===== config.mk =====
export PLATFORM = sky130hd
export DESIGN_NAME = rtdp_cfg
export DESIGN_NICKNAME = d
export VERILOG_FILES = /design/src/rtl/rtdp_pkg.sv /design/src/rtl/rtdp_cfg.sv
export SDC_FILE = /design/constraint.sdc
export NUM_CORES = 1
export LEC_CHECK = 0
export CAP_MARGIN = 20
export CORE_AREA = 2 2 293 237
export CTS_BUF_LIST = sky130_fd_sc_hd__clkbuf_4
export CTS_CLUSTER_SIZE = 8
export DETAILED_ROUTE_END_ITERATION = 8
export DIE_AREA = 0 0 295 239
export DONT_BUFFER_PORTS = 1
export PLACE_DENSITY = 0.37
export SLEW_MARGIN = 25
export SYNTH_ARGS = -nofsm -noshare
export SYNTH_HDL_FRONTEND = slang
export SYNTH_SLANG_ARGS = --single-unit
export TNS_END_PERCENT = 10

===== constraint.sdc =====
create_clock -name clk -period 4.95 [get_ports clk]
set_input_delay 0.99 -clock clk [delete_from_list [all_inputs] [get_ports clk]]
set_output_delay 0.99 -clock clk [all_outputs]
set_load 0.01 [all_outputs]

===== src/rtl/rtdp_pkg.sv =====
// ============================================================================
// rtdp_pkg: shared types and constants for the RGB to device pixel converter
// Holds field widths, configuration register indexes and reset values, and
// the control structures passed between the config block and the datapath.
// ============================================================================
package rtdp_pkg;

    // Field widths fixed by the interface
    localparam int PIX_W     = 32;
    localparam int CHAN_W    = 8;
    localparam int LVL_W     = 3;
    localparam int IDX_W     = 8;
    localparam int CFG_IDX_W = 3;
    // Cube index: ((6 * 7 + 6) * 7 + 6) = 342 at most
    localparam int CI_W      = 9;
    // Rank counter, holds up to eight placed channel bits
    localparam int RANK_W    = 4;
    localparam int BITSEL_W  = 3;

    // Configuration register indexes
    typedef enum logic [CFG_IDX_W-1:0] {
        CFG_MODE         = 3'd0,
        CFG_RED_LEVELS   = 3'd1,
        CFG_GREEN_LEVELS = 3'd2,
        CFG_BLUE_LEVELS  = 3'd3,
        CFG_RED_MASK     = 3'd4,
        CFG_GREEN_MASK   = 3'd5,
        CFG_BLUE_MASK    = 3'd6
    } cfg_idx_t;

    // Request types
    localparam logic REQ_CONVERT = 1'b0;
    localparam logic REQ_LOAD    = 1'b1;

    // Reset values
    localparam logic             RST_MODE         = 1'b1;
    localparam logic [LVL_W-1:0] RST_RED_LEVELS   = 3'd6;
    localparam logic [LVL_W-1:0] RST_GREEN_LEVELS = 3'd6;
    localparam logic [LVL_W-1:0] RST_BLUE_LEVELS  = 3'd5;
    localparam logic [PIX_W-1:0] RST_RED_MASK     = 32'h00FF_0000;
    localparam logic [PIX_W-1:0] RST_GREEN_MASK   = 32'h0000_FF00;
    localparam logic [PIX_W-1:0] RST_BLUE_MASK    = 32'h0000_00FF;

    // Per pixel bit: does this bit take a channel bit, and which one
    typedef struct packed {
        logic                hit;
        logic [BITSEL_W-1:0] bit_idx;
    } sel_t;

    // Config state seen by the datapath
    typedef struct packed {
        logic             tc_mode;
        logic [LVL_W-1:0] red_levels;
        logic [LVL_W-1:0] green_levels;
        logic [LVL_W-1:0] blue_levels;
        logic             masks_ok;
        logic             busy;
    } cfg_t;

endpackage


===== src/rtl/rtdp_cfg.sv =====
// ============================================================================
// rtdp_cfg: configuration registers and field-mask rank sweep
// Holds the register file. After reset and after every write it walks the
// pixel bits from the top down, one bit per cycle, and records for each mask
// bit which channel bit it receives. Busy is high for the whole walk.
// ============================================================================
module rtdp_cfg #(
    parameter int SCAN_BITS    = 32,
    parameter int CHANNEL_BITS = 8
) (
    input  logic                           clk,
    input  logic                           rst_n,
    input  logic                           cfg_valid,
    input  logic [rtdp_pkg::CFG_IDX_W-1:0] cfg_index,
    input  logic [rtdp_pkg::PIX_W-1:0]     cfg_data,
    output rtdp_pkg::cfg_t                 cfg_o,
    output rtdp_pkg::sel_t                 red_sel   [SCAN_BITS],
    output rtdp_pkg::sel_t                 green_sel [SCAN_BITS],
    output rtdp_pkg::sel_t                 blue_sel  [SCAN_BITS]
);

    localparam int POS_W = $clog2(SCAN_BITS);
    localparam logic [POS_W-1:0] POS_TOP = POS_W'(SCAN_BITS - 1);
    localparam logic [rtdp_pkg::RANK_W-1:0] CH_CNT = rtdp_pkg::RANK_W'(CHANNEL_BITS);

    logic                            mode_reg;
    logic [rtdp_pkg::LVL_W-1:0]      red_lvl_reg;
    logic [rtdp_pkg::LVL_W-1:0]      green_lvl_reg;
    logic [rtdp_pkg::LVL_W-1:0]      blue_lvl_reg;
    logic [rtdp_pkg::PIX_W-1:0]      red_field_reg;
    logic [rtdp_pkg::PIX_W-1:0]      green_field_reg;
    logic [rtdp_pkg::PIX_W-1:0]      blue_field_reg;
    logic                            masks_ok_reg;
    logic                            busy_reg;
    logic [POS_W-1:0]                pos_reg;
    logic [rtdp_pkg::RANK_W-1:0]     red_rank_reg;
    logic [rtdp_pkg::RANK_W-1:0]     green_rank_reg;
    logic [rtdp_pkg::RANK_W-1:0]     blue_rank_reg;
    rtdp_pkg::sel_t                  red_sel_reg   [SCAN_BITS];
    rtdp_pkg::sel_t                  green_sel_reg [SCAN_BITS];
    rtdp_pkg::sel_t                  blue_sel_reg  [SCAN_BITS];

    logic [SCAN_BITS-1:0]            red_scan;
    logic [SCAN_BITS-1:0]            green_scan;
    logic [SCAN_BITS-1:0]            blue_scan;
    rtdp_pkg::sel_t                  red_sel_next;
    rtdp_pkg::sel_t                  green_sel_next;
    rtdp_pkg::sel_t                  blue_sel_next;
    logic                            masks_ok_next;

    // Selection for one mask bit given the count of set bits above it
    function automatic rtdp_pkg::sel_t sel_calc(
        input logic                        bit_set,
        input logic [rtdp_pkg::RANK_W-1:0] rank
    );
        rtdp_pkg::sel_t s;
        s.hit     = bit_set && (rank < CH_CNT);
        s.bit_idx = rtdp_pkg::BITSEL_W'(CH_CNT - rtdp_pkg::RANK_W'(1) - rank);
        return s;
    endfunction

    assign red_scan   = red_field_reg[SCAN_BITS-1:0];
    assign green_scan = green_field_reg[SCAN_BITS-1:0];
    assign blue_scan  = blue_field_reg[SCAN_BITS-1:0];

    assign red_sel_next   = sel_calc(red_scan[pos_reg], red_rank_reg);
    assign green_sel_next = sel_calc(green_scan[pos_reg], green_rank_reg);
    assign blue_sel_next  = sel_calc(blue_scan[pos_reg], blue_rank_reg);

    // Zero masks or a bit shared by all three make the format invalid
    assign masks_ok_next = (red_field_reg != '0) && (green_field_reg != '0) &&
                           (blue_field_reg != '0) &&
                           ((red_field_reg & green_field_reg & blue_field_reg) == '0);

    // Register file
    always_ff @(posedge clk or negedge rst_n)
    begin
        if (!rst_n)
        begin
            mode_reg        <= rtdp_pkg::RST_MODE;
            red_lvl_reg     <= rtdp_pkg::RST_RED_LEVELS;
            green_lvl_reg   <= rtdp_pkg::RST_GREEN_LEVELS;
            blue_lvl_reg    <= rtdp_pkg::RST_BLUE_LEVELS;
            red_field_reg   <= rtdp_pkg::RST_RED_MASK;
            green_field_reg <= rtdp_pkg::RST_GREEN_MASK;
            blue_field_reg  <= rtdp_pkg::RST_BLUE_MASK;
        end
        else if (cfg_valid)
        begin
            case (cfg_index)
                rtdp_pkg::CFG_MODE:         mode_reg        <= cfg_data[0];
                rtdp_pkg::CFG_RED_LEVELS:   red_lvl_reg     <= cfg_data[rtdp_pkg::LVL_W-1:0];
                rtdp_pkg::CFG_GREEN_LEVELS: green_lvl_reg   <= cfg_data[rtdp_pkg::LVL_W-1:0];
                rtdp_pkg::CFG_BLUE_LEVELS:  blue_lvl_reg    <= cfg_data[rtdp_pkg::LVL_W-1:0];
                rtdp_pkg::CFG_RED_MASK:     red_field_reg   <= cfg_data;
                rtdp_pkg::CFG_GREEN_MASK:   green_field_reg <= cfg_data;
                rtdp_pkg::CFG_BLUE_MASK:    blue_field_reg  <= cfg_data;
                default:                    ;
            endcase
        end
    end

    // Sweep control: restart on any write, walk top bit down to bit 0
    always_ff @(posedge clk or negedge rst_n)
    begin
        if (!rst_n)
        begin
            busy_reg       <= 1'b1;
            pos_reg        <= POS_TOP;
            red_rank_reg   <= '0;
            green_rank_reg <= '0;
            blue_rank_reg  <= '0;
            masks_ok_reg   <= 1'b0;
        end
        else
        begin
            masks_ok_reg <= masks_ok_next;
            if (cfg_valid)
            begin
                busy_reg       <= 1'b1;
                pos_reg        <= POS_TOP;
                red_rank_reg   <= '0;
                green_rank_reg <= '0;
                blue_rank_reg  <= '0;
            end
            else if (busy_reg)
            begin
                red_rank_reg   <= red_rank_reg + rtdp_pkg::RANK_W'(red_sel_next.hit);
                green_rank_reg <= green_rank_reg + rtdp_pkg::RANK_W'(green_sel_next.hit);
                blue_rank_reg  <= blue_rank_reg + rtdp_pkg::RANK_W'(blue_sel_next.hit);
                if (pos_reg == '0)
                begin
                    busy_reg <= 1'b0;
                end
                else
                begin
                    pos_reg <= pos_reg - POS_W'(1);
                end
            end
        end
    end

    // Selection table, one entry per cycle of the sweep
    always_ff @(posedge clk)
    begin
        if (busy_reg && !cfg_valid)
        begin
            red_sel_reg[pos_reg]   <= red_sel_next;
            green_sel_reg[pos_reg] <= green_sel_next;
            blue_sel_reg[pos_reg]  <= blue_sel_next;
        end
    end

    assign red_sel   = red_sel_reg;
    assign green_sel = green_sel_reg;
    assign blue_sel  = blue_sel_reg;

    always_comb
    begin
        cfg_o.tc_mode      = mode_reg;
        cfg_o.red_levels   = red_lvl_reg;
        cfg_o.green_levels = green_lvl_reg;
        cfg_o.blue_levels  = blue_lvl_reg;
        cfg_o.masks_ok     = masks_ok_reg;
        cfg_o.busy         = busy_reg;
    end

endmodule


==> results of run 1 <==
[critical path: cells and delay by family, from the launching register on]
family | cells | cell delay (ps)
multiplexers | 2 | 420
AND/OR/NAND/NOR | 1 | 50
flip-flops | 1 | 940
adder cells (fa/ha/maj) | 2 | 620
buffers and inverters | 1 | 440
AO/OA/AOI/OAI | 3 | 820
[routing by layer]
layer  global-route usage [%]  wire length, um  share of wire [%]  vias up
met5                        0                0                  0        -
met4                     5.58             1040                1.8        0
met3                     5.59             3750                6.6       87
met2                     25.3            27800                 49      380
met1                     19.9            24100                 43     4903
li1                         -                -                  -     3972
[path summary, 6_finish.rpt]
| path | from | end | slack (ps) | cells past startpoint |
|---|---|---|---|---|
| setup / recovery | pos_reg[1] | red_rank_reg[1] | 1520 | 9 |
| hold / removal | cfg_valid | red_rank_reg[0] | 160 | 1 |
| setup reg to reg | pos_reg[1] | red_rank_reg[1] | 1520 | 9 |
| hold reg to reg | red_rank_reg[0] | red_rank_reg[0] | 580 | 2 |
| max in group asynchronous | rst_n | red_field_reg[24] | 3670 | 2 |
| min in group asynchronous | rst_n | blue_field_reg[8] | 740 | 2 |
[cell type report]
class,count,area [um^2]
inverters,13,48.8
repair buffers,36,303
multi-input cells,366,3260
fillers,6697,46700
flip-flops and latches,509,14700
clock buffers,190,1430
well taps,924,1160
diodes,8,20.0
clock inverters,38,264
[power groups by stage]
stage               sequential, mW  combinational [mW]  clock [mW]
floorplan                     5.31               0.545           0
global placement              5.50               0.877           0
detailed placement            5.48               0.888           0
CTS                           5.40               0.920        3.81
global route                  5.43               0.977        4.05
finish                        5.40               0.889        3.65
[metrics by stage]
step / cell area (um^2) / hold WS [ps] / power [mW] / util (%)
finish: 21200 / 162 / 9.94 / 31.2
global route: 21200 / 29.9 / 10.5 / 31.2
CTS: 21200 / 14.8 / 10.1 / 31.2
detailed placement: 19400 / 557 / 6.37 / 28.6
global placement: 19400 / 545 / 6.38 / 28.5
floorplan: 18100 / 492 / 5.85 / -
[synthesized netlist by cell type (11+ instances only)]
master    number  area, um^2
edfxtp_1     384       11500
dfrtp_1       88        2200
mux2_2        85         957
nor2_1        48         180
dfstp_2       37         972
mux2i_1       32         320
nor4_1        25         156
mux2_1        21         236
a31oi_1       17         106
and3_1        17         106
buf_2         13        65.1
nand4_1       13        81.3
inv_1         12        45.0
ha_1          11         138
nand2_1       11        41.3
[layout by cell type (no fill, tap or decap), types with 3 or more instances in the layout]
master	instances
mux2_1	21
nor2_1	35
clkinv_2	5
xor2_1	4
and3_1	17
clkinvlp_4	4
xnor2_1	5
mux2i_1	32
dfstp_2	37
ha_1	11
nor2b_1	5
o22ai_1	5
nor3_1	6
nand4b_1	3
nand2b_1	6
a31oi_1	16
nor3_2	3
mux4_2	10
diode_2	8
clkinv_1	19
mux2_2	85
nor4_1	25
nor2_2	13
nand4_1	13
nand2_1	11
inv_1	11
dfrtp_1	88
inv_6	6
clkbuf_4	190
buf_4	32
edfxtp_1	384
[logic make-up after synthesis]
kind of cell / count (synthesis) / synth area share (%)
simple gates: 153 / 4.64
flops: 509 / 81.1
buf+inv: 46 / 1.57
xor+xnor: 9 / 0.435
mux: 148 / 9.59
compound gates: 45 / 1.93
fa+ha+maj: 11 / 0.759
==> out/qor.yml, run 1 <==
fin_crit_sh_pct: 69.4
crit_chain: "buf_4, mux2i_1, o22ai_2, a22oi_1, a41oi_4, ha_1, ha_1, mux2i_1, nor2_1"
crit_required_ps: 5740
area_growth_pct: 16.8
yosysUniqueCellTypes: 60
netlist_instances: 921
via_count: 9342
pwr-share-clk_pct: 36.7
synth_nets: 970
routabilityCongestion: 0.776
clock_sinks: 509
combPwrFrac_pct: 8.9
clockBufferDepth: 3
cp_slowest_stage_delay_ps: 940
ys_ff_latch: 509
p_leak_nw: 7.33
wl_per_cell_um: 27.2
crit_arrival_ps: 4220
portBuffers: 0
cts_tree: "done"
ioPinCount: 434
dp_cells: 1845
dp_hpwl_mm: 37.8
switching_share_pct: 26.7
p_per_area_nw_per_um2: 469
yosysSeqAreaShare_pct: 81.1
die_w_um: 295
dp_slack_ps: 1500
die_area_um2: 70500
finalWirelength_mm: 56.7
numCtsBuffers: 134
grt_pass1_vias: 9581
setup_violations: 0
clk_latency_ps: 960
p_seq_share_pct: 54.3
worstPathMaxFanout: 25
ir_worst_vdd_v: 0.000178
end_kind: "register"
yosys_warnings: 0
cts_root_buffer: "clkbuf_4"
skew_ps: 76.8
async_flop_share_pct: 24.6
setup_slack_ps: 1520
fin_tns_setup_ps: 0
core_um2: 67900
internal_power_mw: 7.29
status: "finished, final reports clean"
rsz0062_at_grt: "no"
first_pass_iters: 5
synth-edff-count: 384
rows: 86
grt_pass1_wl_mm: 77.4
cp-start-kind: "register"
slew_viol_final: 0
hp-class: "in2reg"
clkSlewWorstSetupHoldPaths_ps: 70
grt_overflow: 0
fin_crit_ps: 3430
postRouteAntennaNets: 0
max_freq_mhz: 291
cts_resized: 0
drv_cap: 0
slew_headroom_pct: 38.0
antenna_found_initial: 2
grt_max_degree: 126
worst_slew_pin_slew_ps: 926
fin_cells: 2084
drt-initial-drc-count: 605
netlist_area_um2: 18100
dieHeight_um: 239
drive_above_1_share_pct: 35.3
drc: 0
synth_flop_cell: "edfxtp_1"
slowest_stage: "dfstp_2"
finalHoldViolCount: 0
postCtsSetupBuffers: 0
finalNetCount: 1109
h-tree-depth: 4
path_class: "reg2reg"
initial_utilization_pct: 26.7
power_switching_mw: 2.66
via_per_inst: 4.48
syn_avg_cell_area_um2: 19.7
hold_buffers: 3
globalRouteTotalUtil_pct: 15.8
Power figures use the tool's default switching activity.
==> inputs of run 2 (changes only) <==
==> constraint.sdc (replaced) <==
create_clock -name clk -period 3.3 [get_ports clk]
set_input_delay 0.66 -clock clk [delete_from_list [all_inputs] [get_ports clk]]
set_output_delay 0.66 -clock clk [all_outputs]
set_load 0.01 [all_outputs]
==> run 2 against run 1 <==
- non-clock buffer count rose by 57
- global-route usage grew 0.55 points
- setup slack worse by 1100 ps
- clock power rose by 55%
- critical path type unchanged
- largest cell class unchanged
==> out/qor.yml, run 2 (synthesized netlist as in run 1, its figures left out) <==
via_per_inst: 4.55
postCtsSetupBuffers: 0
antenna_found_initial: 7
dieHeight_um: 239
postRouteAntennaNets: 0
setup_slack_ps: 451
clk_latency_ps: 960
rows: 86
grt_pass1_wl_mm: 80.5
ir_worst_vdd_v: 0.000295
drive_above_1_share_pct: 35.0
clkSlewWorstSetupHoldPaths_ps: 70
drt-initial-drc-count: 614
cts_resized: 0
initial_utilization_pct: 26.7
grt_pass1_vias: 10200
whs_ps: 137
dp_hpwl_mm: 37.9
layout_common_cells: "edfxtp_1, clkbuf_4, dfrtp_1, mux2_2, buf_4"
end_kind: "register"
skew_ps: 71.5
finalNetCount: 1168
rsz0062_at_grt: "no"
worst_slew_pin_slew_ps: 956
core_um2: 67900
h-tree-depth: 4
area_growth_pct: 20.0
ioPinCount: 434
fin_tns_setup_ps: 0
timing.rr.start: "pos_reg[1]"
r2r_setup_slack_ps: 450
die_area_um2: 70500
cts_tree: "done"
reg2reg_depth: 10
globalRouteTotalUtil_pct: 16.4
dp_slack_ps: 486
status: "finished, final reports clean"
wl_per_cell_um: 27.1
hp-class: "in2reg"
drc: 0
drv_cap: 0
cp_slowest_stage_delay_ps: 790
clock_sinks: 509
p_per_area_nw_per_um2: 698
max_freq_mhz: 351
crit_arrival_ps: 3610
min_from: "cfg_index[1]"
crit_chain: "buf_12, mux2i_1, o22ai_1, or3_1, o31ai_1, a31oi_4, ha_1, ha_1, mux2i_1, nor2_1"
portBuffers: 0
fin_crit_sh_pct: 86.3
fin_crit_ps: 2850
finalHoldViolCount: 0
grt_overflow: 0
cp-start-kind: "register"
r2r-end: "blue_rank_reg[1]"
clockBufferDepth: 3
finalWirelength_mm: 58.2
crit_required_ps: 4060
die_w_um: 295
via_count: 9764
cts_root_buffer: "clkbuf_4"
path_class: "reg2reg"
slew_viol_final: 0
holdPathStages: 3
numCtsBuffers: 136
worstPathMaxFanout: 24
routabilityCongestion: 0.810
worstHoldEndpoint: "green_lvl_reg[1]"
final_common_cell: "edfxtp_1"
p_leak_nw: 7.63
grt_max_degree: 126
postLayoutCoreUtil_pct: 32.1
slowest_stage: "dfstp_2"
slew_headroom_pct: 35.8
first_pass_iters: 5
setup_violations: 0
[run 2: cell types whose count changed in the layout (fill, tap and decap cells not counted), sizes merged]
cell / before / now
dlygate4sd3: 2 / 37
clkinvlp: 4 / 3
clkinv: 26 / 32
diode: 8 / 10
bufinv: 2 / 4
inv: 19 / 17
clkbuf: 190 / 189
buf: 34 / 56
[run 2: worst max-delay path: cells and delay by family (launching register included)]
| family | cells | cell delay (ps) |
|---|---|---|
| AOI/OAI and AO/OA | 3 | 400 |
| buffers and inverters | 1 | 260 |
| muxes | 2 | 360 |
| adders and majority gates | 2 | 500 |
| and+or+nand+nor | 2 | 400 |
| DFF | 1 | 790 |
[run 2: per-stage QoR]
step / total power [mW] / area (um^2) / cells
3_3_place_gp: 9.60 / 19600 / 1866
6_report: 15.2 / 21800 / 2147
4_1_cts: 15.5 / 21700 / 2137
5_1_grt: 16.0 / 21700 / 2141
3_5_place_dp: 9.60 / 19600 / 1867
2_1_floorplan: 8.78 / 18100 / 921
[run 2: how the worst max path moves through the flow]
stage | start | end | cells past startpoint
2_1_floorplan | pos_reg[2] | blue_rank_reg[1] | 10
3_3_place_gp | pos_reg[1] | red_sel[102] | 4
3_5_place_dp | pos_reg[1] | blue_rank_reg[1] | 10
4_1_cts | pos_reg[1] | blue_rank_reg[1] | 10
5_1_grt | pos_reg[1] | green_rank_reg[1] | 9
6_report | pos_reg[1] | blue_rank_reg[1] | 10
[run 2: layout make-up]
class                      count  area [um^2]
timing repair buffer          93          843
sequential                   509        14700
fill                        6661        46100
inverter                      13         48.8
tap                          924         1160
clock buffer                 189         1420
antenna                       10         25.0
multi-input combinational    366         3230
clock inverter                43          334
[run 2: timing repair]
action                                 CTS  global route
hold buffers                            38             0
endpoints found under the hold margin  249             0
setup endpoints to repair                0             0
[run 2: power by group]
group	internal, mW	leakage, nW	switching [mW]
registers	7.59	4.82	0.500
logic	0.538	1.78	0.890
clock network	2.99	1.03	2.67
total	11.1	7.63	4.06
[run 2: layer usage]
metal / GRT usage [%] / up-vias / wire length [um] / part of all wire [%]
met1: 21.1 / 5091 / 24500 / 42
met5: 0 / - / 0 / 0
met3: 5.52 / 101 / 4450 / 7.6
met4: 6.65 / 0 / 1290 / 2.2
met2: 25.3 / 468 / 27900 / 48
li1: - / 4104 / - / -
